$ cat src/design/hrf_pkg.sv
// Shared types and constants for the HID report framer.
// No dependencies.
package hrf_pkg;

   localparam int REPORT_BYTES_DEF = 64;
   localparam int QUEUE_DEPTH      = 2;

   localparam logic [1:0] REQ_START    = 2'd0;
   localparam logic [1:0] REQ_DATA     = 2'd1;
   localparam logic [1:0] REQ_FLUSH    = 2'd2;
   localparam logic [1:0] REQ_RESERVED = 2'd3;

   // header byte indexes
   localparam logic [2:0] HDR_CMD_SEQ    = 3'd4;
   localparam logic [2:0] HDR_COUNT_HI   = 3'd5;
   localparam logic [2:0] FIRST_HDR_LAST = 3'd6;
   localparam logic [2:0] NEXT_HDR_LAST  = 3'd4;

   typedef struct packed {
      logic [1:0]  op;
      logic [31:0] channel_id;
      logic [7:0]  command;
      logic [15:0] byte_count;
      logic [7:0]  data_byte;
   } cmd_type;

endpackage

$ cat src/design/hrf_if.sv
// Request and response channel interfaces of the HID report framer.
// No dependencies.
interface hrf_req_if;
   logic        valid;
   logic        ready;
   logic [1:0]  req_type;
   logic [31:0] channel_id;
   logic [7:0]  command;
   logic [15:0] byte_count;
   logic [7:0]  data_byte;

   modport source (output valid, req_type, channel_id, command, byte_count, data_byte,
                   input ready);
   modport sink (input valid, req_type, channel_id, command, byte_count, data_byte,
                 output ready);
endinterface

interface hrf_rsp_if;
   logic       valid;
   logic       ready;
   logic [7:0] report_byte;
   logic       report_last;

   modport source (output valid, report_byte, report_last, input ready);
   modport sink (input valid, report_byte, report_last, output ready);
endinterface

$ cat src/design/hid_report_framer.sv
// A report goes out when a data byte fills it or on a flush; a flush of an empty message sends
// a report that holds only the header. The sequencer takes a new command only while idle.
// Each report opens with a header: 7 bytes in the first report of a message, 5 in later ones;
// a report then streams out REPORT_BYTES bytes, one byte per cycle unless rsp.ready stalls it.
// A 2-entry command queue takes commands while a report streams out, until it is full.
// Reset: synchronous, clears queue, sequencer and output valid; the store is not cleared.
module hid_report_framer import hrf_pkg::*; #(
   parameter int REPORT_BYTES = REPORT_BYTES_DEF
) (
   input  logic      clock,
   input  logic      reset,
   hrf_req_if.sink   req,
   hrf_rsp_if.source rsp
);

   logic    push_valid, push_ready;
   cmd_type push_cmd;
   logic    pop_valid, pop_ready;
   cmd_type pop_cmd;

   hrf_front u_front (
      .req        (req),
      .push_valid (push_valid),
      .push_ready (push_ready),
      .push_cmd   (push_cmd)
   );

   hrf_cmd_queue u_queue (
      .clock      (clock),
      .reset      (reset),
      .push_valid (push_valid),
      .push_ready (push_ready),
      .push_cmd   (push_cmd),
      .pop_valid  (pop_valid),
      .pop_ready  (pop_ready),
      .pop_cmd    (pop_cmd)
   );

   hrf_back #(
      .REPORT_BYTES (REPORT_BYTES)
   ) u_back (
      .clock     (clock),
      .reset     (reset),
      .pop_valid (pop_valid),
      .pop_ready (pop_ready),
      .pop_cmd   (pop_cmd),
      .rsp       (rsp)
   );

endmodule

$ cat src/design/hrf_front.sv
// Front end: accepts request words, drops unused selectors, builds commands.
// Depends on hrf_pkg and hrf_req_if.
module hrf_front import hrf_pkg::*; (
   hrf_req_if.sink   req,
   output logic      push_valid,
   input  logic      push_ready,
   output cmd_type   push_cmd
);

   assign req.ready  = push_ready;
   assign push_valid = req.valid && (req.req_type != REQ_RESERVED);

   always_comb begin
      push_cmd.op         = req.req_type;
      push_cmd.channel_id = req.channel_id;
      push_cmd.command    = req.command;
      push_cmd.byte_count = req.byte_count;
      push_cmd.data_byte  = req.data_byte;
   end

endmodule

$ cat src/design/hrf_cmd_queue.sv
// Short command queue between front end and report sequencer.
// Depends on hrf_pkg.
module hrf_cmd_queue import hrf_pkg::*; (
   input  logic    clock,
   input  logic    reset,
   input  logic    push_valid,
   output logic    push_ready,
   input  cmd_type push_cmd,
   output logic    pop_valid,
   input  logic    pop_ready,
   output cmd_type pop_cmd
);

   localparam int PTR_W = (QUEUE_DEPTH > 1) ? $clog2(QUEUE_DEPTH) : 1;
   localparam int CNT_W = $clog2(QUEUE_DEPTH + 1);
   localparam logic [PTR_W-1:0] PTR_LAST = PTR_W'(QUEUE_DEPTH - 1);
   localparam logic [CNT_W-1:0] CNT_FULL = CNT_W'(QUEUE_DEPTH);

   cmd_type          slot_ff [QUEUE_DEPTH];
   logic [PTR_W-1:0] wr_ptr_ff, wr_ptr_in;
   logic [PTR_W-1:0] rd_ptr_ff, rd_ptr_in;
   logic [CNT_W-1:0] count_ff, count_in;
   logic             do_push, do_pop;

   assign push_ready = (count_ff != CNT_FULL);
   assign pop_valid  = (count_ff != '0);
   assign pop_cmd    = slot_ff[rd_ptr_ff];
   assign do_push    = push_valid && push_ready;
   assign do_pop     = pop_valid && pop_ready;

   always_comb begin
      wr_ptr_in = wr_ptr_ff;
      rd_ptr_in = rd_ptr_ff;
      count_in  = count_ff;
      if (do_push) begin
         wr_ptr_in = (wr_ptr_ff == PTR_LAST) ? '0 : wr_ptr_ff + 1'b1;
      end
      if (do_pop) begin
         rd_ptr_in = (rd_ptr_ff == PTR_LAST) ? '0 : rd_ptr_ff + 1'b1;
      end
      if (do_push && !do_pop) begin
         count_in = count_ff + 1'b1;
      end else if (do_pop && !do_push) begin
         count_in = count_ff - 1'b1;
      end
   end

   always_ff @(posedge clock) begin
      if (reset) begin
         wr_ptr_ff <= '0;
         rd_ptr_ff <= '0;
         count_ff  <= '0;
      end else begin
         wr_ptr_ff <= wr_ptr_in;
         rd_ptr_ff <= rd_ptr_in;
         count_ff  <= count_in;
      end
   end

   always_ff @(posedge clock) begin
      if (do_push) begin
         slot_ff[wr_ptr_ff] <= push_cmd;
      end
   end

endmodule

$ cat src/design/hrf_back.sv
// Back end: header sequencer, report store and report output pipeline.
// Depends on hrf_pkg and hrf_rsp_if.
module hrf_back import hrf_pkg::*; #(
   parameter int REPORT_BYTES = REPORT_BYTES_DEF
) (
   input  logic      clock,
   input  logic      reset,
   input  logic      pop_valid,
   output logic      pop_ready,
   input  cmd_type   pop_cmd,
   hrf_rsp_if.source rsp
);

   localparam int ADDR_W = $clog2(REPORT_BYTES);
   localparam int FILL_W = $clog2(REPORT_BYTES + 1);
   localparam logic [FILL_W-1:0] FILL_FULL = FILL_W'(REPORT_BYTES);
   localparam logic [ADDR_W-1:0] ADDR_LAST = ADDR_W'(REPORT_BYTES - 1);

   localparam logic [1:0] ST_IDLE = 2'd0;
   localparam logic [1:0] ST_HDR  = 2'd1;
   localparam logic [1:0] ST_DATA = 2'd2;
   localparam logic [1:0] ST_EMIT = 2'd3;

   logic [7:0]        store_mem [REPORT_BYTES];

   logic [1:0]        state_ff, state_in;
   logic [FILL_W-1:0] fill_ff, fill_in;
   logic              any_ff, any_in;
   logic [7:0]        seq_ff, seq_in;
   logic [31:0]       chan_ff, chan_in;
   logic [7:0]        cmd_ff, cmd_in;
   logic [15:0]       count_ff, count_in;
   logic [7:0]        byte_ff, byte_in;
   logic [2:0]        hdr_idx_ff, hdr_idx_in;
   logic              hdr_first_ff, hdr_first_in;
   logic              flush_ff, flush_in;
   logic [FILL_W-1:0] emit_fill_ff, emit_fill_in;
   logic [ADDR_W-1:0] emit_idx_ff, emit_idx_in;

   logic              s1_valid_ff, s1_valid_in;
   logic              s1_zero_ff;
   logic              s1_last_ff;
   logic [7:0]        rd_data_ff;
   logic              rsp_valid_ff, rsp_valid_in;
   logic [7:0]        rsp_byte_ff;
   logic              rsp_last_ff;

   logic [FILL_W-1:0] fill_inc;
   logic [7:0]        hdr_byte;
   logic              hdr_done;
   logic              wr_en;
   logic [7:0]        wr_data;
   logic              out_free, s1_adv, s1_free, issue;

   assign pop_ready = (state_ff == ST_IDLE);
   assign fill_inc  = fill_ff + 1'b1;
   assign hdr_done  = (hdr_idx_ff == (hdr_first_ff ? FIRST_HDR_LAST : NEXT_HDR_LAST));

   always_comb begin
      case (hdr_idx_ff)
         3'd0:         hdr_byte = chan_ff[7:0];
         3'd1:         hdr_byte = chan_ff[15:8];
         3'd2:         hdr_byte = chan_ff[23:16];
         3'd3:         hdr_byte = chan_ff[31:24];
         HDR_CMD_SEQ:  hdr_byte = hdr_first_ff ? cmd_ff : seq_ff;
         HDR_COUNT_HI: hdr_byte = count_ff[15:8];
         default:      hdr_byte = count_ff[7:0];
      endcase
   end

   assign out_free = !rsp_valid_ff || rsp.ready;
   assign s1_adv   = s1_valid_ff && out_free;
   assign s1_free  = !s1_valid_ff || out_free;
   assign issue    = (state_ff == ST_EMIT) && s1_free;

   always_comb begin
      state_in     = state_ff;
      fill_in      = fill_ff;
      any_in       = any_ff;
      seq_in       = seq_ff;
      chan_in      = chan_ff;
      cmd_in       = cmd_ff;
      count_in     = count_ff;
      byte_in      = byte_ff;
      hdr_idx_in   = hdr_idx_ff;
      hdr_first_in = hdr_first_ff;
      flush_in     = flush_ff;
      emit_fill_in = emit_fill_ff;
      emit_idx_in  = emit_idx_ff;
      wr_en        = 1'b0;
      wr_data      = byte_ff;
      case (state_ff)
         ST_IDLE: begin
            if (pop_valid) begin
               case (pop_cmd.op)
                  REQ_START: begin
                     chan_in  = pop_cmd.channel_id;
                     cmd_in   = pop_cmd.command;
                     count_in = pop_cmd.byte_count;
                     fill_in  = '0;
                     any_in   = 1'b0;
                     seq_in   = '0;
                  end
                  REQ_DATA: begin
                     byte_in = pop_cmd.data_byte;
                     if (fill_ff == '0) begin
                        hdr_idx_in   = '0;
                        hdr_first_in = !any_ff;
                        flush_in     = 1'b0;
                        state_in     = ST_HDR;
                     end else begin
                        state_in = ST_DATA;
                     end
                  end
                  REQ_FLUSH: begin
                     if (fill_ff == '0 && !any_ff) begin
                        hdr_idx_in   = '0;
                        hdr_first_in = 1'b1;
                        flush_in     = 1'b1;
                        state_in     = ST_HDR;
                     end else if (fill_ff != '0) begin
                        emit_fill_in = fill_ff;
                        emit_idx_in  = '0;
                        state_in     = ST_EMIT;
                     end
                  end
                  default: begin
                  end
               endcase
            end
         end
         ST_HDR: begin
            wr_en      = 1'b1;
            wr_data    = hdr_byte;
            fill_in    = fill_inc;
            hdr_idx_in = hdr_idx_ff + 1'b1;
            if (hdr_done) begin
               if (!hdr_first_ff) begin
                  seq_in = seq_ff + 1'b1;
               end
               if (flush_ff) begin
                  emit_fill_in = fill_inc;
                  emit_idx_in  = '0;
                  state_in     = ST_EMIT;
               end else begin
                  state_in = ST_DATA;
               end
            end
         end
         ST_DATA: begin
            wr_en   = 1'b1;
            wr_data = byte_ff;
            any_in  = 1'b1;
            if (fill_inc == FILL_FULL) begin
               fill_in      = '0;
               emit_fill_in = FILL_FULL;
               emit_idx_in  = '0;
               state_in     = ST_EMIT;
            end else begin
               fill_in  = fill_inc;
               state_in = ST_IDLE;
            end
         end
         default: begin
            if (issue) begin
               emit_idx_in = emit_idx_ff + 1'b1;
               if (emit_idx_ff == ADDR_LAST) begin
                  state_in = ST_IDLE;
               end
            end
         end
      endcase
   end

   always_comb begin
      s1_valid_in = s1_valid_ff;
      if (issue) begin
         s1_valid_in = 1'b1;
      end else if (s1_adv) begin
         s1_valid_in = 1'b0;
      end
      rsp_valid_in = rsp_valid_ff;
      if (s1_adv) begin
         rsp_valid_in = 1'b1;
      end else if (rsp.ready) begin
         rsp_valid_in = 1'b0;
      end
   end

   always_ff @(posedge clock) begin
      if (reset) begin
         state_ff     <= ST_IDLE;
         fill_ff      <= '0;
         any_ff       <= 1'b0;
         seq_ff       <= '0;
         chan_ff      <= '0;
         cmd_ff       <= '0;
         count_ff     <= '0;
         s1_valid_ff  <= 1'b0;
         rsp_valid_ff <= 1'b0;
      end else begin
         state_ff     <= state_in;
         fill_ff      <= fill_in;
         any_ff       <= any_in;
         seq_ff       <= seq_in;
         chan_ff      <= chan_in;
         cmd_ff       <= cmd_in;
         count_ff     <= count_in;
         s1_valid_ff  <= s1_valid_in;
         rsp_valid_ff <= rsp_valid_in;
      end
   end

   always_ff @(posedge clock) begin
      byte_ff      <= byte_in;
      hdr_idx_ff   <= hdr_idx_in;
      hdr_first_ff <= hdr_first_in;
      flush_ff     <= flush_in;
      emit_fill_ff <= emit_fill_in;
      emit_idx_ff  <= emit_idx_in;
      if (issue) begin
         s1_zero_ff <= (FILL_W'(emit_idx_ff) >= emit_fill_ff);
         s1_last_ff <= (emit_idx_ff == ADDR_LAST);
      end
      if (s1_adv) begin
         rsp_byte_ff <= s1_zero_ff ? 8'h00 : rd_data_ff;
         rsp_last_ff <= s1_last_ff;
      end
   end

   // report store; bytes past the fill position are sent as zero padding by the output pipeline
   always_ff @(posedge clock) begin
      if (wr_en) begin
         store_mem[fill_ff[ADDR_W-1:0]] <= wr_data;
      end
      if (issue) begin
         rd_data_ff <= store_mem[emit_idx_ff];
      end
   end

   assign rsp.valid       = rsp_valid_ff;
   assign rsp.report_byte = rsp_byte_ff;
   assign rsp.report_last = rsp_last_ff;

endmodule
$ cat src/flat_wrapper.sv
// flat-port wrapper written by rule: the top's interface ports become plain ports
module hid_report_framer_flat import hrf_pkg::*;
#(
   parameter int REPORT_BYTES = REPORT_BYTES_DEF
)
  (clock, reset, req_valid, req_req_type, req_channel_id, req_command, req_byte_count, req_data_byte, req_ready, rsp_valid, rsp_report_byte, rsp_report_last, rsp_ready);
  hrf_req_if req_i ();
  hrf_rsp_if rsp_i ();
  input  logic clock;
  input  logic reset;
  input wire logic [$bits(req_i.valid)-1:0] req_valid;
  input wire logic [$bits(req_i.req_type)-1:0] req_req_type;
  input wire logic [$bits(req_i.channel_id)-1:0] req_channel_id;
  input wire logic [$bits(req_i.command)-1:0] req_command;
  input wire logic [$bits(req_i.byte_count)-1:0] req_byte_count;
  input wire logic [$bits(req_i.data_byte)-1:0] req_data_byte;
  output wire logic [$bits(req_i.ready)-1:0] req_ready;
  output wire logic [$bits(rsp_i.valid)-1:0] rsp_valid;
  output wire logic [$bits(rsp_i.report_byte)-1:0] rsp_report_byte;
  output wire logic [$bits(rsp_i.report_last)-1:0] rsp_report_last;
  input wire logic [$bits(rsp_i.ready)-1:0] rsp_ready;
  assign req_i.valid = req_valid;
  assign req_i.req_type = req_req_type;
  assign req_i.channel_id = req_channel_id;
  assign req_i.command = req_command;
  assign req_i.byte_count = req_byte_count;
  assign req_i.data_byte = req_data_byte;
  assign req_ready = req_i.ready;
  assign rsp_valid = rsp_i.valid;
  assign rsp_report_byte = rsp_i.report_byte;
  assign rsp_report_last = rsp_i.report_last;
  assign rsp_i.ready = rsp_ready;
  hid_report_framer #(.REPORT_BYTES(REPORT_BYTES)) u_core (.clock(clock), .reset(reset), .req(req_i), .rsp(rsp_i));
endmodule
$ cat config.mk
export PLATFORM = sky130hd
export DESIGN_NAME = hid_report_framer_flat
export DESIGN_NICKNAME = d
export VERILOG_FILES = /design/src/design/hrf_pkg.sv /design/src/design/hrf_if.sv /design/src/design/hid_report_framer.sv /design/src/design/hrf_front.sv /design/src/design/hrf_cmd_queue.sv /design/src/design/hrf_back.sv /design/src/flat_wrapper.sv
export SDC_FILE = /design/constraint.sdc
export NUM_CORES = 1
export LEC_CHECK = 0
export BUFFER_PORTS_ARGS = -buffer_cell sky130_fd_sc_hd__buf_4
export CAP_MARGIN = 20
export CORE_MARGIN = 1.5
export CORE_UTILIZATION = 41
export DETAILED_ROUTE_END_ITERATION = 12
export GPL_TIMING_DRIVEN = 0
export SYNTH_ARGS = -nofsm -noshare
export SYNTH_HDL_FRONTEND = slang
export SYNTH_SLANG_ARGS = --single-unit
$ cat constraint.sdc
create_clock -name clock -period 5 [get_ports clock]
set_clock_uncertainty 0.05 [all_clocks]
set_input_delay 0.5 -clock clock [delete_from_list [all_inputs] [get_ports clock]]
set_output_delay 0.5 -clock clock [all_outputs]
set_load 0.01 [all_outputs]
==> impl_metrics.env, run 1 <==
export IMPL_status="complete, but fails checks"
export IMPL_failed_checks="design-rule violations"
export IMPL_power_switching_mw=5.12
export IMPL_p_total_mw=17.6
export IMPL_p_leak_nw=11.6
export IMPL_detail_route_vias_per_cell=5.57
export IMPL_combinationalPowerShare_pct=22.0
export IMPL_grt_pass1_vias=16809
export IMPL_overflow=0
export IMPL_routedWlPerCell_um=24.6
export IMPL_fin_crit_ps=3430
export IMPL_antenna_found_initial=1
export IMPL_synth_area_sq_um=30400
export IMPL_area_growth_syn_to_layout_pct=17.2
export IMPL_cts_tree="built"
export IMPL_holdWs_ps=18.9
export IMPL_layout_common_cells="edfxtp_1, nor2_1, mux4_2"
export IMPL_rsz0062_at_grt="false"
export IMPL_drc_errors=2
export IMPL_fmax_mhz=292
export IMPL_final_cells=2997
export IMPL_min_path_type="input port to flip-flop"
export IMPL_synth_distinct_cells=58
export IMPL_dpl_cell_count=2799
export IMPL_cap_violations=0
export IMPL_p_clk_share_pct=32.3
export IMPL_ys_flop_type="edfxtp_1"
export IMPL_rows=99
export IMPL_slew_headroom_pct=27.5
export IMPL_seqPwrFrac_pct=45.7
export IMPL_cts_root_buf="clkbuf_16"
export IMPL_synth_area_per_cell_sq_um=17.4
export IMPL_coreArea_sq_um=73100
export IMPL_antenna_cells=0
export IMPL_synthArstFlopShare_pct=0
export IMPL_drive_gt1_share_pct=19.2
export IMPL_setup_violations=0
export IMPL_die_x_um=275
export IMPL_clk_pin_slew_ps=60
export IMPL_met2_usage_pct=30.8
export IMPL_ys_seq_area_share_pct=73.5
export IMPL_first_iter_violations=1742
export IMPL_syn_nets=1834
export IMPL_slew_violations=0
export IMPL_use_met3_pct=4.70
export IMPL_cp_end_kind="flip-flop"
export IMPL_r2r_start="u_core.u_back.emit_idx_ff[1]"
export IMPL_insertion_delay_ps=640
export IMPL_path_max_fanout=10
export IMPL_powerDensity_nw_per_um2=494
export IMPL_critPathKind="flip-flop to flip-flop"
export IMPL_final_nets=2065
export IMPL_cts_htree_levels=3
export IMPL_die_h_um=275
export IMPL_grt_most_used_layer="met2"
export IMPL_initial_core_util_pct=41.6
export IMPL_reg2reg_slack_ps=1570
export IMPL_synth_edf_count=689
export IMPL_cts_sinks=770
export IMPL_worst_ep_arrival_time_ps=3740
export IMPL_io_buffers=80
export IMPL_cts_buffers=80
export IMPL_whs_path_depth=1
export IMPL_drtPass1Iterations=10
export IMPL_use_met1_pct=26.6
export IMPL_postCtsSetupBuffers=0
export IMPL_reg2reg_depth=8
export IMPL_r2r_end="u_core.u_back.rd_data_ff[1]"
export IMPL_cts_buffer_depth=3
export IMPL_required_ps=5310
export IMPL_critPathLaunchType="flip-flop"
export IMPL_synthCells=1744
export IMPL_min_to="u_core.u_queue.slot_ff[1][47]"
export IMPL_final_common_cell="edfxtp_1"
export IMPL_vdd_ir_drop_max_v=0.000325
export IMPL_grt_pass1_wl_um=108000
export IMPL_synth_warnings=0
export IMPL_pin_count=81
export IMPL_grt_usage_pct=19.5
export IMPL_hold_viol=0
export IMPL_intPower_mw=12.5
export IMPL_dp_hpwl_um=49900
export IMPL_tightest_slew_ps=1090
export IMPL_finalCritPeriodShare_pct=68.5
export IMPL_die_area_sq_um=75700
export IMPL_vias=16706
export IMPL_swShare_pct=29.1
export IMPL_place_gp_congestion=0.874
export IMPL_ant_nets=0
export IMPL_hold_start="req_channel_id[15]"
export IMPL_grt_max_degree=65
export IMPL_routed_wirelength_um=73600
export IMPL_synth_seq_cells=770
==> synth_stat cells (18+ instances only) <==
library cell	instances	area (sq um)
a211oi_1	81	608
a21oi_1	29	145
buf_2	25	125
clkbuf_1	49	184
dfxtp_1	81	1620
edfxtp_1	689	20700
ha_1	20	250
inv_1	27	101
mux2_2	18	203
mux2i_1	101	1010
mux4_2	119	2680
nand2_1	57	214
nand3_1	24	120
nor2_1	164	616
nor2b_1	29	181
o21ai_0	24	120
==> final cells by class <==
type / count / area (sq um)
plain buffers: 104 / 487
clock buffers: 106 / 2140
clock inverters: 39 / 328
fillers: 6075 / 37500
inverters: 29 / 109
multi-input cells: 841 / 7560
flip-flops and latches: 770 / 22300
well taps: 959 / 1200
repair buffers: 149 / 1460
==> worst max-delay path by stage <==
| stage | from | to | slack (ps) | depth (start not counted) |
|---|---|---|---|---|
| floorplan | u_core.u_queue.count_ff[0] | u_core.u_queue.slot_ff[0][0] | 560 | 4 |
| global placement | u_core.u_back.state_ff[1] | u_core.u_back.store_mem[56][4] | -3470 | 5 |
| detailed placement | u_core.u_back.emit_idx_ff[1] | u_core.u_back.rd_data_ff[0] | 1600 | 7 |
| CTS | u_core.u_back.emit_idx_ff[1] | u_core.u_back.rd_data_ff[0] | 1600 | 7 |
| global route | u_core.u_back.emit_idx_ff[1] | u_core.u_back.rd_data_ff[0] | 1470 | 8 |
| finish | u_core.u_back.emit_idx_ff[1] | u_core.u_back.rd_data_ff[1] | 1570 | 8 |
==> kinds of logic after synthesis <==
logic type                 Yosys count  share of synthesized area [%]
xor gates and xnor gates            16                          0.461
DFF                                770                           73.5
buffers and inverters              133                           1.96
muxes                              238                           12.8
AOI/OAI and AO/OA                  231                           5.39
and+or+nand+nor                    336                           5.07
adders and majority gates           20                          0.824
==> power by group through the flow <==
stage	clock network [mW]	registers, mW	logic [mW]
final	5.68	8.04	3.88
after global routing	6.00	8.06	4.16
after CTS	5.76	8.03	3.89
after detailed placement	0	8.17	3.85
after global placement	0	8.38	3.53
after floorplan	0	8.19	2.31
==> metal layers <==
layer / part of all wire (%) / vias up
met5: 0.016 / -
met3: 7.6 / 132
met2: 47 / 637
met1: 42 / 8540
li1: - / 7395
met4: 2.9 / 2
==> state kept, by name, indices dropped and copies added (netlist names), 2 cells and up, named ones only <==
name                           count
u_core.u_back.byte_ff              8
u_core.u_back.chan_ff             32
u_core.u_back.cmd_ff               8
u_core.u_back.count_ff            16
u_core.u_back.emit_fill_ff         7
u_core.u_back.emit_idx_ff          6
u_core.u_back.fill_ff              7
u_core.u_back.hdr_idx_ff           3
u_core.u_back.rd_data_ff           8
u_core.u_back.rsp.report_byte      8
u_core.u_back.seq_ff               8
u_core.u_back.state_ff             2
u_core.u_back.store_mem          512
u_core.u_queue.count_ff            2
u_core.u_queue.slot_ff           132
==> stage by stage <==
stage               utilization, %  area, sq um  setup TNS, ps  worst slack, ps
finish                        48.7        35600              0             1570
global route                  48.7        35600              0             1470
CTS                           48.7        35600              0             1600
detailed placement            44.6        32600              0             1600
global placement              44.0        32200       -1457180            -3470
floorplan                        -        30400              0              558
==> what timing repair did <==
action / in CTS / in global routing
endpoints found under the hold margin: 99 / 2
hold buffers: 51 / 1
gates resized for setup: 0 / 0
==> worst max-delay path: stages (launching register included) <==
cell	delay, ps
edfxtp_1	410
buf_2	280
buf_2	390
clkbuf_1	770
mux2i_1	340
o22ai_1	120
a211oi_1	250
nand2_1	200
a211o_1	340
No activity file was read; power rests on OpenSTA's default activity.
==> run 2, diff against run 1 <==
clock period = 3.25 ns   (was 5 ns; I/O delays follow)
==> run 2 against run 1 <==
  * The flow now finishes without violations
  * Sequential cell count unchanged
  * Maximum frequency rose by 6.8%
  * First-iteration DRC count decreased by 13%
  * Clock-buffer cell count is 14 lower
  * Utilization increased by 0.26 points
  * Setup slack lost 1500 ps
==> impl_metrics.env, run 2 (synthesis gave the netlist of run 1 again) <==
export IMPL_vdd_ir_drop_max_v=0.000488
export IMPL_grt_max_degree=65
export IMPL_fmax_mhz=312
export IMPL_drc_errors=0
export IMPL_fin_crit_ps=3210
export IMPL_utilization_pct=49.0
export IMPL_hold_viol=0
export IMPL_largest_register_ffs=512
export IMPL_cts_root_buf="clkbuf_16"
export IMPL_cts_htree_levels=3
export IMPL_min_path_type="input port to flip-flop"
export IMPL_critPathKind="flip-flop to flip-flop"
export IMPL_crit_chain="buf_2 -> buf_4 -> buf_2 -> buf_2 -> nand2_1 -> o22ai_1 -> nor3_1 -> a211o_1"
export IMPL_coreArea_sq_um=73100
export IMPL_place_gp_congestion=0.890
export IMPL_rsz0062_at_grt="true"
export IMPL_status="finished, final reports clean"
export IMPL_multi_input_area_sq_um=7610
export IMPL_dpl_worst_slack_ps=-252
export IMPL_final_common_cell="edfxtp_1"
export IMPL_fin_ws_ps=42.3
export IMPL_detail_route_vias_per_cell=5.50
export IMPL_routed_wirelength_um=72800
export IMPL_tns_ps=0
export IMPL_holdWs_ps=190
export IMPL_area_growth_syn_to_layout_pct=17.8
export IMPL_wl_met2_um=35100
export IMPL_drtPass1Iterations=8
export IMPL_finalCritPeriodShare_pct=98.7
export IMPL_cts_buffers=79
export IMPL_layout_common_cells="edfxtp_1, nor2_1, mux4_2"
export IMPL_cts_buffer_depth=3
export IMPL_cap_violations=0
export IMPL_cts_tree="built"
export IMPL_cp_end_kind="flip-flop"
export IMPL_placed_area_sq_um=32500
export IMPL_final_cells=3005
export IMPL_first_iter_violations=1524
export IMPL_p_leak_nw=11.7
export IMPL_topRoutingLayerUsed="met4"
export IMPL_p_total_mw=26.9
export IMPL_drive_gt1_share_pct=20.7
export IMPL_dr_wl_met3_um=4340
export IMPL_vias=16523
export IMPL_routedWlPerCell_um=24.2
export IMPL_fillers=6082
export IMPL_powerDensity_nw_per_um2=752
export IMPL_cpMostUsedCell="buf_2"
export IMPL_die_area_sq_um=75700
export IMPL_dp_hpwl_um=49200
export IMPL_overflow=0
export IMPL_slew_violations=0
export IMPL_clk_pin_slew_ps=60
export IMPL_final_nets=2076
export IMPL_cts_sinks=770
export IMPL_rows=99
export IMPL_grt_usage_pct=19.5
export IMPL_critPathLaunchType="flip-flop"
export IMPL_io_buffers=80
export IMPL_initial_core_util_pct=41.6
export IMPL_required_ps=3560
export IMPL_cp_slowest_cell="edfxtp_1"
export IMPL_grt_pass1_vias=16925
export IMPL_whs_path_depth=4
export IMPL_postCtsSetupBuffers=0
export IMPL_tightest_slew_ps=1030
export IMPL_path_max_fanout=10
export IMPL_ant_nets=0
export IMPL_reg2reg_depth=8
export IMPL_die_x_um=275
export IMPL_slowest_delay_ps=440
export IMPL_slew_headroom_pct=31.1
export IMPL_pin_count=81
export IMPL_antenna_found_initial=0
export IMPL_m1WireLength_um=31700
export IMPL_grt_pass1_wl_um=108000
export IMPL_worst_ep_arrival_time_ps=3520
export IMPL_regArea_sq_um=22300
export IMPL_dpl_cell_count=2797
export IMPL_setup_violations=0
export IMPL_die_h_um=275
export IMPL_final_area_sq_um=35800
export IMPL_insertion_delay_ps=630
run 2: cell types whose count changed in the layout (fill, tap and decap cells not counted), sizes merged, moves of 3 or more:
cell / change
buf: -3
clkbuf: -15
clkinv: +11
clkinvlp: +3
dlygate4sd3: +16
inv: -4
run 2: path summary, 6_finish.rpt:
path,end,slack (ps),from
setup / recovery,u_core.u_back.rd_data_ff[6],40,u_core.u_back.emit_idx_ff[2]
hold / removal,u_core.u_queue.wr_ptr_ff,190,req_valid
setup reg to reg,u_core.u_back.rd_data_ff[6],40,u_core.u_back.emit_idx_ff[2]
hold reg to reg,u_core.u_back.rsp.report_last,420,u_core.u_back.s1_last_ff
run 2: cell type report:
class | count | share of cell area, %
well taps | 959 | 3.35
multi-input cells | 841 | 21.3
clock inverters | 48 | 1.13
flip-flops and latches | 770 | 62.3
clock buffers | 92 | 5.86
plain buffers | 103 | 1.39
repair buffers | 162 | 4.33
inverters | 29 | 0.304
diodes | 1 | 0.00699
run 2: timing repair:
item | in CTS | in global routing
endpoints found under the setup margin | 7 | 444
hold endpoints to repair | 135 | 0
hold buffers | 68 | 0
resized for setup | 7 | 20
run 2: power by group:
part / internal (mW) / switching, mW
sequential: 12.1 / 0.276
clock: 4.90 / 3.79
combinational: 2.07 / 3.78
total: 19.1 / 7.85
run 2: critical path: cells and delay by family (launching register included):
kind | cells | cell delay [ps]
flip-flops | 1 | 440
AO/OA/AOI/OAI | 2 | 690
buffers and inverters | 4 | 1410
AND/OR/NAND/NOR | 2 | 330
run 2: layer usage:
layer | GRT usage, % | up-vias
li1 | - | 7400
met1 | 27.2 | 8456
met2 | 31.8 | 569
met3 | 2.95 | 98
met4 | 5.80 | 0
met5 | 0 | -
